`config.mk`:
```
export PLATFORM = sky130hd
export DESIGN_NAME = flight_phase_ramp_sequencer_unit
export DESIGN_NICKNAME = d
export VERILOG_FILES = /design/src/sv/fprs_pkg.sv /design/src/sv/fprs_regs.sv /design/src/sv/fprs_ctrl.sv /design/src/sv/fprs_dp.sv /design/src/sv/flight_phase_ramp_sequencer_unit.sv
export SDC_FILE = /design/constraint.sdc
export NUM_CORES = 1
export LEC_CHECK = 0
export ABC_AREA = 1
export BUFFER_PORTS_ARGS = -buffer_cell sky130_fd_sc_hd__buf_4
export CAP_MARGIN = 20
export CORE_MARGIN = 8
export CORE_UTILIZATION = 52
export DETAILED_ROUTE_END_ITERATION = 8
export PLACE_DENSITY = 0.7
export SYNTH_ARGS = -nofsm -noshare
export SYNTH_HDL_FRONTEND = slang
export SYNTH_SLANG_ARGS = --single-unit
```
`constraint.sdc`:
```
create_clock -name clock -period 6 [get_ports clock]
set_input_delay 0.3 -clock clock [delete_from_list [all_inputs] [get_ports clock]]
set_output_delay 0.3 -clock clock [all_outputs]
set_load 0.02 [all_outputs]
```
`src/sv/fprs_pkg.sv`:
```
`timescale 1ns / 1ps
// ----------------------------------------------------------------------------
// Flight phase ramp sequencer package
// Shared types, codes and register map for the sequencer block.
// ----------------------------------------------------------------------------
package fprs_pkg;

   localparam int DUR_W      = 16;
   localparam int TGT_W      = 8;
   localparam int LEVEL_W    = 16;
   localparam int CSR_ADDR_W = 5;
   localparam int CSR_DATA_W = 32;

   localparam logic [TGT_W-1:0] RST_OFFSET_TARGET  = 8'd130;
   localparam logic [TGT_W-1:0] RST_AMP_TARGET     = 8'd140;
   localparam logic [DUR_W-1:0] RST_OFFSET_RAMP_MS = 16'd2000;
   localparam logic [DUR_W-1:0] RST_AMP_RAMP_MS    = 16'd2000;
   localparam logic [DUR_W-1:0] RST_LIFTOFF_MS     = 16'd100;
   localparam logic [DUR_W-1:0] RST_LAND_MS        = 16'd500;
   localparam logic [DUR_W-1:0] RST_RESET_MS       = 16'd1000;

   typedef enum logic [1:0] {
      CMD_NONE  = 2'd0,
      CMD_START = 2'd1,
      CMD_END   = 2'd2
   } command_type;

   typedef enum logic [3:0] {
      PH_IDLE     = 4'd0,
      PH_OFS_UP   = 4'd1,
      PH_AMP_UP   = 4'd2,
      PH_LIFTOFF  = 4'd3,
      PH_CTRL_ON  = 4'd4,
      PH_LAND     = 4'd5,
      PH_AMP_DOWN = 4'd6,
      PH_OFS_DOWN = 4'd7,
      PH_RESET    = 4'd8
   } phase_type;

   typedef enum logic [2:0] {
      NOTE_NONE    = 3'd0,
      NOTE_IDLE    = 3'd1,
      NOTE_LIFTOFF = 3'd2,
      NOTE_CTRL_ON = 3'd3,
      NOTE_LAND    = 3'd4,
      NOTE_RESET   = 3'd5
   } note_type;

   typedef enum logic [2:0] {
      REG_OFFSET_TARGET  = 3'd0,
      REG_AMP_TARGET     = 3'd1,
      REG_OFFSET_RAMP_MS = 3'd2,
      REG_AMP_RAMP_MS    = 3'd3,
      REG_LIFTOFF_MS     = 3'd4,
      REG_LAND_MS        = 3'd5,
      REG_RESET_MS       = 3'd6
   } reg_index_type;

   typedef struct packed {
      logic [1:0] command;
      logic [7:0] elapsed_ms;
   } req_word_type;

   typedef struct packed {
      logic [3:0]         phase;
      logic               frame_valid;
      logic [LEVEL_W-1:0] offset_level;
      logic [LEVEL_W-1:0] amplitude_level;
      logic [2:0]         mode_notice;
      logic               bias_on;
   } rsp_word_type;

   typedef struct packed {
      logic [TGT_W-1:0] offset_target;
      logic [TGT_W-1:0] amp_target;
      logic [DUR_W-1:0] offset_ramp_ms;
      logic [DUR_W-1:0] amp_ramp_ms;
      logic [DUR_W-1:0] liftoff_ms;
      logic [DUR_W-1:0] land_ms;
      logic [DUR_W-1:0] reset_ms;
   } cfg_type;

   typedef struct packed {
      logic load;
      logic start_mul;
      logic div_step;
      logic publish;
   } dp_cmd_type;

   typedef struct packed {
      logic need_ramp;
      logic div_done;
      logic out_free;
   } dp_stat_type;

endpackage

```
`src/sv/fprs_regs.sv`:
```
`timescale 1ns / 1ps
// ----------------------------------------------------------------------------
// Flight phase ramp sequencer configuration registers
// APB-style register file holding ramp targets and phase durations.
// ----------------------------------------------------------------------------
module fprs_regs (
   input  logic                             clock,
   input  logic                             reset,
   input  logic                             csr_psel,
   input  logic                             csr_penable,
   input  logic                             csr_pwrite,
   input  logic [fprs_pkg::CSR_ADDR_W-1:0]  csr_paddr,
   input  logic [fprs_pkg::CSR_DATA_W-1:0]  csr_pwdata,
   output logic [fprs_pkg::CSR_DATA_W-1:0]  csr_prdata,
   output logic                             csr_pready,
   output fprs_pkg::cfg_type                cfg
);
   import fprs_pkg::*;

   cfg_type       cfg_ff;
   logic          wr_en;
   reg_index_type idx;

   assign csr_pready = 1'b1;
   assign wr_en      = csr_psel && csr_penable && csr_pwrite;
   assign idx        = reg_index_type'(csr_paddr[4:2]);
   assign cfg        = cfg_ff;

   always_ff @(posedge clock) begin
      if (reset) begin
         cfg_ff.offset_target  <= RST_OFFSET_TARGET;
         cfg_ff.amp_target     <= RST_AMP_TARGET;
         cfg_ff.offset_ramp_ms <= RST_OFFSET_RAMP_MS;
         cfg_ff.amp_ramp_ms    <= RST_AMP_RAMP_MS;
         cfg_ff.liftoff_ms     <= RST_LIFTOFF_MS;
         cfg_ff.land_ms        <= RST_LAND_MS;
         cfg_ff.reset_ms       <= RST_RESET_MS;
      end else if (wr_en) begin
         unique case (idx)
            REG_OFFSET_TARGET:  cfg_ff.offset_target  <= csr_pwdata[TGT_W-1:0];
            REG_AMP_TARGET:     cfg_ff.amp_target     <= csr_pwdata[TGT_W-1:0];
            REG_OFFSET_RAMP_MS: cfg_ff.offset_ramp_ms <= csr_pwdata[DUR_W-1:0];
            REG_AMP_RAMP_MS:    cfg_ff.amp_ramp_ms    <= csr_pwdata[DUR_W-1:0];
            REG_LIFTOFF_MS:     cfg_ff.liftoff_ms     <= csr_pwdata[DUR_W-1:0];
            REG_LAND_MS:        cfg_ff.land_ms        <= csr_pwdata[DUR_W-1:0];
            REG_RESET_MS:       cfg_ff.reset_ms       <= csr_pwdata[DUR_W-1:0];
            default: ;
         endcase
      end
   end

   always_comb begin
      unique case (idx)
         REG_OFFSET_TARGET:  csr_prdata = CSR_DATA_W'(cfg_ff.offset_target);
         REG_AMP_TARGET:     csr_prdata = CSR_DATA_W'(cfg_ff.amp_target);
         REG_OFFSET_RAMP_MS: csr_prdata = CSR_DATA_W'(cfg_ff.offset_ramp_ms);
         REG_AMP_RAMP_MS:    csr_prdata = CSR_DATA_W'(cfg_ff.amp_ramp_ms);
         REG_LIFTOFF_MS:     csr_prdata = CSR_DATA_W'(cfg_ff.liftoff_ms);
         REG_LAND_MS:        csr_prdata = CSR_DATA_W'(cfg_ff.land_ms);
         REG_RESET_MS:       csr_prdata = CSR_DATA_W'(cfg_ff.reset_ms);
         default:            csr_prdata = '0;
      endcase
   end

endmodule

```
`src/sv/fprs_ctrl.sv`:
```
`timescale 1ns / 1ps
// ----------------------------------------------------------------------------
// Flight phase ramp sequencer controller
// Sequences load, multiply and serial divide (ramp ticks only) and publish of one tick word.
// ----------------------------------------------------------------------------
module fprs_ctrl (
   input  logic                  clock,
   input  logic                  reset,
   input  logic                  req_valid,
   output logic                  req_stall,
   input  fprs_pkg::dp_stat_type stat,
   output fprs_pkg::dp_cmd_type  cmd
);
   import fprs_pkg::*;

   typedef enum logic [1:0] {
      S_IDLE,
      S_MUL,
      S_DIV,
      S_PUB
   } state_type;

   state_type state_ff;
   logic      stall_ff;

   assign req_stall = stall_ff;

   always_comb begin
      cmd.load      = (state_ff == S_IDLE) && req_valid;
      cmd.start_mul = (state_ff == S_MUL);
      cmd.div_step  = (state_ff == S_DIV);
      cmd.publish   = (state_ff == S_PUB) && stat.out_free;
   end

   always_ff @(posedge clock) begin
      if (reset) begin
         state_ff <= S_IDLE;
         stall_ff <= 1'b0;
      end else begin
         unique case (state_ff)
            S_IDLE: begin
               if (req_valid) begin
                  stall_ff <= 1'b1;
                  state_ff <= stat.need_ramp ? S_MUL : S_PUB;
               end
            end
            S_MUL: state_ff <= S_DIV;
            S_DIV: begin
               if (stat.div_done) state_ff <= S_PUB;
            end
            S_PUB: begin
               if (stat.out_free) begin
                  state_ff <= S_IDLE;
                  stall_ff <= 1'b0;
               end
            end
            default: state_ff <= S_IDLE;
         endcase
      end
   end

   a_busy_stalls: assert property (@(posedge clock) disable iff (reset)
      (state_ff != S_IDLE) |-> stall_ff)
      else $error("controller busy without stall");

   a_load_leaves_idle: assert property (@(posedge clock) disable iff (reset)
      cmd.load |=> (state_ff != S_IDLE))
      else $error("load did not start a step");

   a_div_holds: assert property (@(posedge clock) disable iff (reset)
      (state_ff == S_DIV && !stat.div_done) |=> (state_ff == S_DIV))
      else $error("divide left early");

   a_publish_in_pub: assert property (@(posedge clock) disable iff (reset)
      cmd.publish |=> (state_ff == S_IDLE))
      else $error("publish did not return to idle");

endmodule

```
`src/sv/fprs_dp.sv`:
```
`timescale 1ns / 1ps
// ----------------------------------------------------------------------------
// Flight phase ramp sequencer datapath
// Phase and timer update, ramp level multiply and serial divide, output word.
// ----------------------------------------------------------------------------
module fprs_dp #(
   parameter int TIMER_BITS    = 16,
   parameter int FRACTION_BITS = 8
) (
   input  logic                   clock,
   input  logic                   reset,
   input  fprs_pkg::cfg_type      cfg,
   input  fprs_pkg::req_word_type req_data,
   input  fprs_pkg::dp_cmd_type   cmd,
   output fprs_pkg::dp_stat_type  stat,
   output logic                   rsp_valid,
   input  logic                   rsp_stall,
   output fprs_pkg::rsp_word_type rsp_data
);
   import fprs_pkg::*;

   localparam int CMP_W  = (TIMER_BITS > DUR_W) ? TIMER_BITS : DUR_W;
   localparam int FULL_W = TGT_W + FRACTION_BITS;
   localparam int NUM_W  = FULL_W + DUR_W;
   localparam int CNT_W  = $clog2(NUM_W + 1);

   phase_type             phase_ff;
   logic [TIMER_BITS-1:0] timer_ff;
   logic                  bias_ff;
   logic [LEVEL_W-1:0]    ofs_hold_ff;
   logic [LEVEL_W-1:0]    amp_hold_ff;
   note_type              note_ff;
   logic                  frame_ff;
   logic                  sel_amp_ff;
   logic [DUR_W-1:0]      den_ff;
   logic [DUR_W-1:0]      num_ff;
   logic [FULL_W-1:0]     full_ff;
   logic [NUM_W-1:0]      quo_ff;
   logic [DUR_W-1:0]      rem_ff;
   logic [CNT_W-1:0]      cnt_ff;
   logic                  rsp_valid_ff;
   rsp_word_type          rsp_ff;

   logic [TIMER_BITS:0]   t_sum;
   logic [TIMER_BITS-1:0] t_sat;
   logic [TIMER_BITS-1:0] t_now;
   logic [CMP_W-1:0]      t_cmp;
   logic [TIMER_BITS-1:0] timer_in;
   phase_type             ph_cmd;
   phase_type             phase_in;
   note_type              note_in;
   logic                  bias_in;
   logic                  cmd_hit;
   logic                  ramp;
   logic                  down;
   logic                  sel_amp;
   logic [DUR_W-1:0]      lim;
   logic [TGT_W-1:0]      target;
   logic [DUR_W-1:0]      num_in;
   logic [DUR_W:0]        rem_sh;
   logic                  ge;
   logic [LEVEL_W-1:0]    level;
   logic [LEVEL_W-1:0]    ofs_new;
   logic [LEVEL_W-1:0]    amp_new;

   always_comb begin
      t_sum    = {1'b0, timer_ff} + (TIMER_BITS + 1)'(req_data.elapsed_ms);
      t_sat    = t_sum[TIMER_BITS] ? '1 : t_sum[TIMER_BITS-1:0];
      ph_cmd   = phase_ff;
      bias_in  = bias_ff;
      note_in  = NOTE_NONE;
      cmd_hit  = 1'b0;
      if (req_data.command == CMD_START && phase_ff == PH_IDLE) begin
         ph_cmd  = PH_OFS_UP;
         bias_in = 1'b1;
         cmd_hit = 1'b1;
      end else if (req_data.command == CMD_END && phase_ff == PH_CTRL_ON) begin
         ph_cmd  = PH_LAND;
         note_in = NOTE_LAND;
         cmd_hit = 1'b1;
      end
      t_now    = cmd_hit ? '0 : t_sat;
      t_cmp    = CMP_W'(t_now);
      phase_in = ph_cmd;
      ramp     = 1'b0;
      down     = 1'b0;
      sel_amp  = 1'b0;
      lim      = cfg.offset_ramp_ms;
      target   = cfg.offset_target;
      unique case (ph_cmd)
         PH_OFS_UP: begin
            if (t_cmp >= CMP_W'(lim)) begin
               phase_in = PH_AMP_UP;
               note_in  = NOTE_IDLE;
            end else ramp = 1'b1;
         end
         PH_AMP_UP: begin
            lim     = cfg.amp_ramp_ms;
            target  = cfg.amp_target;
            sel_amp = 1'b1;
            if (t_cmp >= CMP_W'(lim)) begin
               phase_in = PH_LIFTOFF;
               note_in  = NOTE_LIFTOFF;
            end else ramp = 1'b1;
         end
         PH_LIFTOFF: begin
            lim = cfg.liftoff_ms;
            if (t_cmp >= CMP_W'(lim)) begin
               phase_in = PH_CTRL_ON;
               note_in  = NOTE_CTRL_ON;
            end
         end
         PH_LAND: begin
            lim = cfg.land_ms;
            if (t_cmp >= CMP_W'(lim)) begin
               phase_in = PH_AMP_DOWN;
               note_in  = NOTE_RESET;
            end
         end
         PH_AMP_DOWN: begin
            lim     = cfg.amp_ramp_ms;
            target  = cfg.amp_target;
            sel_amp = 1'b1;
            down    = 1'b1;
            if (t_cmp >= CMP_W'(lim)) begin
               phase_in = PH_OFS_DOWN;
               bias_in  = 1'b0;
            end else ramp = 1'b1;
         end
         PH_OFS_DOWN: begin
            down = 1'b1;
            if (t_cmp >= CMP_W'(lim)) phase_in = PH_RESET;
            else ramp = 1'b1;
         end
         PH_RESET: begin
            lim = cfg.reset_ms;
            if (t_cmp >= CMP_W'(lim)) phase_in = PH_IDLE;
         end
         default: ;
      endcase
      timer_in = (phase_in != ph_cmd) ? '0 : t_now;
      num_in   = down ? (lim - t_cmp[DUR_W-1:0]) : t_cmp[DUR_W-1:0];
   end

   always_comb begin
      rem_sh  = {rem_ff, quo_ff[NUM_W-1]};
      ge      = rem_sh >= {1'b0, den_ff};
      level   = quo_ff[LEVEL_W-1:0];
      ofs_new = (frame_ff && !sel_amp_ff) ? level : ofs_hold_ff;
      amp_new = (frame_ff && sel_amp_ff) ? level : amp_hold_ff;
   end

   always_ff @(posedge clock) begin
      if (reset) begin
         phase_ff     <= PH_IDLE;
         timer_ff     <= '0;
         bias_ff      <= 1'b0;
         ofs_hold_ff  <= '0;
         amp_hold_ff  <= '0;
         rsp_valid_ff <= 1'b0;
      end else begin
         if (cmd.load) begin
            phase_ff <= phase_in;
            timer_ff <= timer_in;
            bias_ff  <= bias_in;
         end
         if (cmd.publish) begin
            ofs_hold_ff  <= ofs_new;
            amp_hold_ff  <= amp_new;
            rsp_valid_ff <= 1'b1;
         end else if (!rsp_stall) begin
            rsp_valid_ff <= 1'b0;
         end
      end
   end

   always_ff @(posedge clock) begin
      if (cmd.load) begin
         note_ff    <= note_in;
         frame_ff   <= ramp;
         sel_amp_ff <= sel_amp;
         den_ff     <= lim;
         num_ff     <= num_in;
         full_ff    <= FULL_W'(target) << FRACTION_BITS;
      end
      if (cmd.start_mul) begin
         quo_ff <= NUM_W'(full_ff) * NUM_W'(num_ff);
         rem_ff <= '0;
         cnt_ff <= '0;
      end else if (cmd.div_step) begin
         quo_ff <= {quo_ff[NUM_W-2:0], ge};
         rem_ff <= ge ? DUR_W'(rem_sh - {1'b0, den_ff}) : rem_sh[DUR_W-1:0];
         cnt_ff <= cnt_ff + CNT_W'(1);
      end
      if (cmd.publish) begin
         rsp_ff.phase           <= phase_ff;
         rsp_ff.frame_valid     <= frame_ff;
         rsp_ff.offset_level    <= ofs_new;
         rsp_ff.amplitude_level <= amp_new;
         rsp_ff.mode_notice     <= note_ff;
         rsp_ff.bias_on         <= bias_ff;
      end
   end

   assign stat.need_ramp = ramp;
   assign stat.div_done  = (cnt_ff == CNT_W'(NUM_W - 1));
   assign stat.out_free  = !rsp_valid_ff || !rsp_stall;
   assign rsp_valid      = rsp_valid_ff;
   assign rsp_data       = rsp_ff;

   a_bias_span: assert property (@(posedge clock) disable iff (reset)
      bias_ff == (phase_ff >= PH_OFS_UP && phase_ff <= PH_AMP_DOWN))
      else $error("bias out of step with phase");

   a_frame_in_ramp: assert property (@(posedge clock) disable iff (reset)
      (rsp_valid_ff && rsp_ff.frame_valid) |->
      (rsp_ff.phase == PH_OFS_UP || rsp_ff.phase == PH_AMP_UP ||
       rsp_ff.phase == PH_AMP_DOWN || rsp_ff.phase == PH_OFS_DOWN))
      else $error("frame sent outside a ramp phase");

   a_quotient_fits: assert property (@(posedge clock) disable iff (reset)
      (cmd.publish && frame_ff) |-> (quo_ff <= NUM_W'(full_ff)))
      else $error("ramp level above target");

endmodule

```
`src/sv/flight_phase_ramp_sequencer_unit.sv`:
```
`timescale 1ns / 1ps
// ----------------------------------------------------------------------------
// Flight phase ramp sequencer
// Tick-driven flight phase sequencer with offset and amplitude ramps.
// ----------------------------------------------------------------------------
// Flow: a tick without a ramp frame goes from load straight to publish; a ramp
//   tick passes load, multiply, the one-bit-per-cycle level divider and publish.
// A new tick is taken only after the previous word is published, and publish
//   waits while a held response word is stalled.
// Reset: synchronous; phase idle, timer, levels and bias cleared, registers
//   back to their defaults.
module flight_phase_ramp_sequencer_unit #(
   parameter int TIMER_BITS    = 16,
   parameter int FRACTION_BITS = 8
) (
   input  logic                             clock,
   input  logic                             reset,
   input  logic                             req_valid,
   output logic                             req_stall,
   input  fprs_pkg::req_word_type           req_data,
   output logic                             rsp_valid,
   input  logic                             rsp_stall,
   output fprs_pkg::rsp_word_type           rsp_data,
   input  logic                             csr_psel,
   input  logic                             csr_penable,
   input  logic                             csr_pwrite,
   input  logic [fprs_pkg::CSR_ADDR_W-1:0]  csr_paddr,
   input  logic [fprs_pkg::CSR_DATA_W-1:0]  csr_pwdata,
   output logic [fprs_pkg::CSR_DATA_W-1:0]  csr_prdata,
   output logic                             csr_pready
);
   import fprs_pkg::*;

   cfg_type     cfg;
   dp_cmd_type  cmd;
   dp_stat_type stat;

   fprs_regs u_regs (
      .clock       (clock),
      .reset       (reset),
      .csr_psel    (csr_psel),
      .csr_penable (csr_penable),
      .csr_pwrite  (csr_pwrite),
      .csr_paddr   (csr_paddr),
      .csr_pwdata  (csr_pwdata),
      .csr_prdata  (csr_prdata),
      .csr_pready  (csr_pready),
      .cfg         (cfg)
   );

   fprs_ctrl u_ctrl (
      .clock     (clock),
      .reset     (reset),
      .req_valid (req_valid),
      .req_stall (req_stall),
      .stat      (stat),
      .cmd       (cmd)
   );

   fprs_dp #(
      .TIMER_BITS    (TIMER_BITS),
      .FRACTION_BITS (FRACTION_BITS)
   ) u_dp (
      .clock     (clock),
      .reset     (reset),
      .cfg       (cfg),
      .req_data  (req_data),
      .cmd       (cmd),
      .stat      (stat),
      .rsp_valid (rsp_valid),
      .rsp_stall (rsp_stall),
      .rsp_data  (rsp_data)
   );

endmodule

```
# Yosys cells after proc, flatten, opt, wreduce, memory -nomap -nowiden

Index checks and enable logic that the tools add are counted.

Add/sub/neg operators: 4
Multiply operators: 1
Divide/modulo/power cells: 0
Order comparisons: 6
Eq/ne operators: 25
Shifts and indexed selects: 0
Mux-type cells: 49
Bitwise logic cells: 0
Reduce and logical (&&, ||, !) cells: 29

Operators by type and width:

| cell                                          | count |
|---|---|
| two-way mux 16 bit                            | 7 |
| one-hot mux 16 bit (7 select lines)           | 1 |
| >= comparator 16 bit                          | 5 |
| two-way mux 32 bit                            | 2 |
| one-hot mux 16 bit (4 select lines)           | 1 |
| two-way mux 4 bit                             | 9 |
| subtractor 16 bit                             | 2 |
| one-hot mux 4 bit (7 select lines)            | 1 |
| multiplier 8 x 16 -> 24 bit                   | 1 |
| two-way mux 3 bit                             | 6 |
| adder 16 x 8 -> 17 bit                        | 1 |
| >= comparator 17 x 16 -> 1 bit                | 1 |
| == test 4 x 3 -> 1 bit, second input constant | 4 |
| AND reduction 2 bit                           | 7 |
| two-way mux 1 bit                             | 13 |
| one-hot mux 3 bit (4 select lines)            | 1 |
| == test 3 bit, second input constant          | 3 |
| == test 4 x 2 -> 1 bit, second input constant | 2 |
| logical AND 1 bit                             | 8 |
| two-way mux 2 bit                             | 4 |
| two-way mux 8 bit                             | 1 |
| one-hot mux 2 bit (4 select lines)            | 1 |
| adder 6 x 1 -> 6 bit, second input constant   | 1 |
| == test 2 bit, second input constant          | 3 |
| other kinds (18)                              | 29 |

Register bits: 293
Latch bits: 0
RAM bits: 0
Bits in read-only memories: 0
Input bits: 54
Output and inout bits: 76
Word-level logic and storage cells: 145
Memories kept: 0

# Logic depth before layout (Yosys ltp)

Depth after elaboration: 11
Depth in mapped cells: 28
Depth with buffers taken out: 26

# Cells and area by module

Synthesis repeated with hierarchy kept, for this count alone.

Cell total of the unflattened synthesis: 3,061
Area total of the unflattened synthesis: 22,004.9 µm²

Modules (own cells, without submodules):

| module    | times used | cells an instance | area each (µm²) | seq. area each (µm²) |
|---|---|---|---|---|
| fprs_dp   | 1          | 2,273             | 16,927.5        | 5,064.9 |
| fprs_regs | 1          | 748               | 4,803.4         | 1,921.8 |
| fprs_ctrl | 1          | 40                | 274.0           | 60.1 |

# Least setup slack after synthesis

No wires, ideal clock.

Kind: flip-flop to flip-flop
From: reg u_dp.full_ff[14]
To: reg u_dp.quo_ff[27], data pin
Library setup time: 0.267 ns
Data arrival time: 4.410 ns
Required time: 5.733 ns
Setup slack: 1.324 ns
Cell stages (with the launch flop): 19
Buffers on the path: 2
Period minus slack after synthesis: 4.676 ns
Cell sequence: edfxtp_1 clkbuf_1 clkbuf_1 nand2_1 fa_1 inv_1 fa_1 fa_1 fa_1 ha_1 a21oi_1 o21ai_0 a21oi_1 o21ai_0 nand2_1 nand2_1 a21oi_1 xor2_1 o21ai_0

Longest elaborated chain between the ends: 2

RTL lines:

| item                        | RTL line       | text |
|---|---|---|
| from (decl)                 | fprs_dp.sv:37  | `logic [FULL_W-1:0] full_ff;` |
| from (signal assigned)      | fprs_dp.sv:184 | `full_ff <= FULL_W'(target) << FRACTION_BITS;` |
| multiplier 8 x 16 -> 24 bit | fprs_dp.sv:187 | `quo_ff <= NUM_W'(full_ff) * NUM_W'(num_ff);` |
| two-way mux 32 bit          | fprs_dp.sv:186 | `if (cmd.start_mul) begin` |
| to (signal assigned)        | fprs_dp.sv:187 |  |
| to (signal assigned)        | fprs_dp.sv:191 | `quo_ff <= {quo_ff[NUM_W-2:0], ge};` |
| to (decl)                   | fprs_dp.sv:38  | `logic [NUM_W-1:0] quo_ff;` |

No other way between the ends.
A chain may end at the register's enable or synchronous reset.

# Worst setup path after layout

From: reg u_dp.full_ff[15]
To: reg u_dp.quo_ff[27], data pin

The elaborated chain is that of the path after synthesis.

==> flow_summary_export.csv <==
group,metric,value,unit
sta,relSlewSlack,24.47,%
sta,fin_crit_sh,86.43,%
setup_path,reg2reg_from,"u_dp.full_ff[15]",
final_layout,syn_to_final_growth,10.92,%
placement,placed_cells,3211,
yosys,ys.flop_type,"dfxtp_1",
setup_path,required,6.26,ns
final_layout,utilization,58.26,%
yosys,seq_area_frac_synth,33.92,%
cts,cts_tree,"built",
run,cap_viol_max_count,0,
grt,antenna_found_initial,1,
final_layout,final_cell_mix,"nand2_1 (542), inv_1 (438), a21oi_1 (239)",
yosys,syn_area,20770,sq um
cts,clock-root-buffer,"clkbuf_16",
final_layout,layoutNonFillerInstCount,3277,
sta,finalClockSkew,0.02285,ns
power_and_ir_drop,power_leakage,11.11,nW
yosys,synthArstFlopShare,0,%
yosys,synth_edf_count,118,
cts,h-tree-depth,2,
power_and_ir_drop,max-vdd-ir-drop,0.5690,mV
final_layout,final_common_cell,"nand2_1",
route,drc,0,
grt,gr-total-overflow,0,
grt,grt_util_all_layers,25.81,%
floorplanning,die_w,215.9,um
power_and_ir_drop,cellPowerDensity,603.5,nW/um^2
yosys,synth_cells,2674,
setup_path,critPathLaunch,"u_dp.full_ff[15]",
outcome,outcome,"complete, no violations",
grt,grt_start_max_net_pins,111,
sta,worst_slew_pin_slew,1.133,ns
cts,clk_latency,0.55,ns
floorplanning,std_cell_rows,73,
floorplanning,start_util,52.53,%
sta,rsz0062_at_grt,"no",
grt,grt_pass1_wl,97340,um
cts,ctsResizeCount,0,
sta,setup_viol,0,
route,drt-pass1-iter-count,6,
floorplanning,fp.dieH,215.9,um
sta,slew_viol_final,0,
floorplanning,core_area,39550,sq um
sta,hold_viol,0,
sta,tns,0,ns
worst_hold_path,min_from,"csr_pwdata[5]",
final_layout,layout-drive-gt1-share,9.051,%
yosys,synth_seq_cells,293,
floorplanning,io_pins,130,
setup_path,cp.arrival,5.45,ns
yosys,ys_types,61,
final_layout,n_fill_cell,3617,
setup_path,start_kind,"register",
route,avgViaCountPerCell,5.560,
setup_path,crit_fanout,16,
sta,final.min_clock_period,5.186,ns
route,ant_nets,0,
route,vias,18220,
placement,dp_hpwl,45210,um
setup_path,critPathKind,"register to register",
yosys,syn_avg_cell_area,7.769,sq um
yosys,yosys_warnings,0,
cts,clockBufferDepth,3,
placement,gp_congestion,0.9164,
sta,max_freq,192.8,MHz
cts,cts_num_sinks,293,
floorplanning,fp.dieArea,46600,sq um
cts,cts.reportedPaths.clkPinSlew,0.06,ns
cts,cts_buffers,34,
route,wl_per_cell,18.52,um
route,drtIter0Drc,1515,
worst_hold_path,hold_class,"input port to register",
placement,io_buffers,94,
route,finalWirelength,60670,um
setup_path,endpoint_kind,"register",
final_layout,nNetsFinal,3036,
grt,grt_pass1_vias,17812,
-- routing by layer --
layer	track usage, %	vias to the layer above	wire length, um
met5	0	-	13
met4	10.76	2	2520
met3	3.748	117	3540
met2	43.00	607	28450
met1	33.23	8625	26150
li1	-	8869	-
-- path summary, 6_finish.rpt --
check,end,slack (ns),cells past startpoint
worst min register to register,u_dp.rsp_data[3],0.43,0
worst min-delay path,u_regs.cfg[5],0.03,3
worst max-delay path,u_dp.quo_ff[27],0.81,16
worst max register to register,u_dp.quo_ff[27],0.81,16
-- kinds of logic after synthesis --
logic type               Yosys count  synth area share, %
AND/OR/NAND/NOR                  879                18.02
adder cells (fa/ha/maj)          255                18.50
XOR/XNOR                          30                1.265
buffers and inverters            580                10.93
AO/OA/AOI/OAI                    635                17.32
other                              2              0.03615
flip-flops                       293                33.92
-- what timing repair did --
action                                 CTS  global route
buffers inserted                         0             0
hold buffers                             4             0
endpoints found under the hold margin    8             0
-- cell type report --
type / count / area [sq um] / share of cell area (%)
clock inverter: 11 / 105.1 / 0.4561
multi-input combinational: 1816 / 11520 / 50.01
antenna: 1 / 2.502 / 0.01086
inverter: 454 / 1708 / 7.412
timing repair buffer: 128 / 991.0 / 4.301
sequential: 293 / 7047 / 30.58
tap: 525 / 656.9 / 2.851
clock buffer: 49 / 1010 / 4.382
-- sequential cells by signal (all words and copies together) (netlist names), 16 cells and up --
signal and count:
u_dp.timer_ff 16, u_dp.num_ff 16, u_dp.rsp_data 41, u_dp.amp_hold_ff 16
u_dp.ofs_hold_ff 16, u_regs.cfg 96, u_dp.quo_ff 32, u_dp.rem_ff 16
u_dp.den_ff 16
-- report_power, final --
| group | internal, mW | switching [mW] | total [mW] |
|---|---|---|---|
| sequential | 2.65 | 0.313 | 2.96 |
| combinational | 3.29 | 5.57 | 8.86 |
| clock | 1.22 | 0.859 | 2.08 |
-- cells in the mapped netlist, drive strengths merged, types with 19 or more instances --
library cell / instances / area [sq um]
nand2: 544 / 2047
inv: 450 / 1692
a21oi: 250 / 1300
o21ai: 240 / 1201
dfxtp: 175 / 3503
nor2: 169 / 649.4
ha: 168 / 2102
edfxtp: 118 / 3543
clkbuf: 99 / 374.1
nand3: 95 / 558.0
fa: 87 / 1742
buf: 27 / 188.9
nand4: 27 / 190.2
o22ai: 25 / 156.4
o211ai: 22 / 165.2
nor3: 19 / 126.4
-- critical path, cell delays in order (launching register included) --
cell	delay (ns)
edfxtp_1	0.74
nand2_1	0.16
fa_1	0.56
inv_1	0.05
fa_1	0.50
fa_1	0.52
fa_1	0.50
ha_1	0.37
a21oi_1	0.25
o21ai_0	0.19
a21oi_1	0.29
o21ai_0	0.19
nand2_1	0.09
nand2_1	0.07
a21oi_1	0.17
xor2_1	0.16
o21ai_0	0.09
-- per-stage QoR --
stage          hold WS [ns]  area [sq um]  setup WS [ns]  total power [mW]
6_report            0.03054         23040         0.8142             13.91
5_1_grt             0.03377         23040         0.5066             15.34
4_1_cts            0.002987         23010         0.8865             13.91
3_5_place_dp         0.4234         21860         0.9336             11.75
3_3_place_gp         0.4145         21860         0.9971             11.60
2_1_floorplan        0.4003         20830          1.324             9.572
No activity file was read; power rests on OpenSTA's default activity.
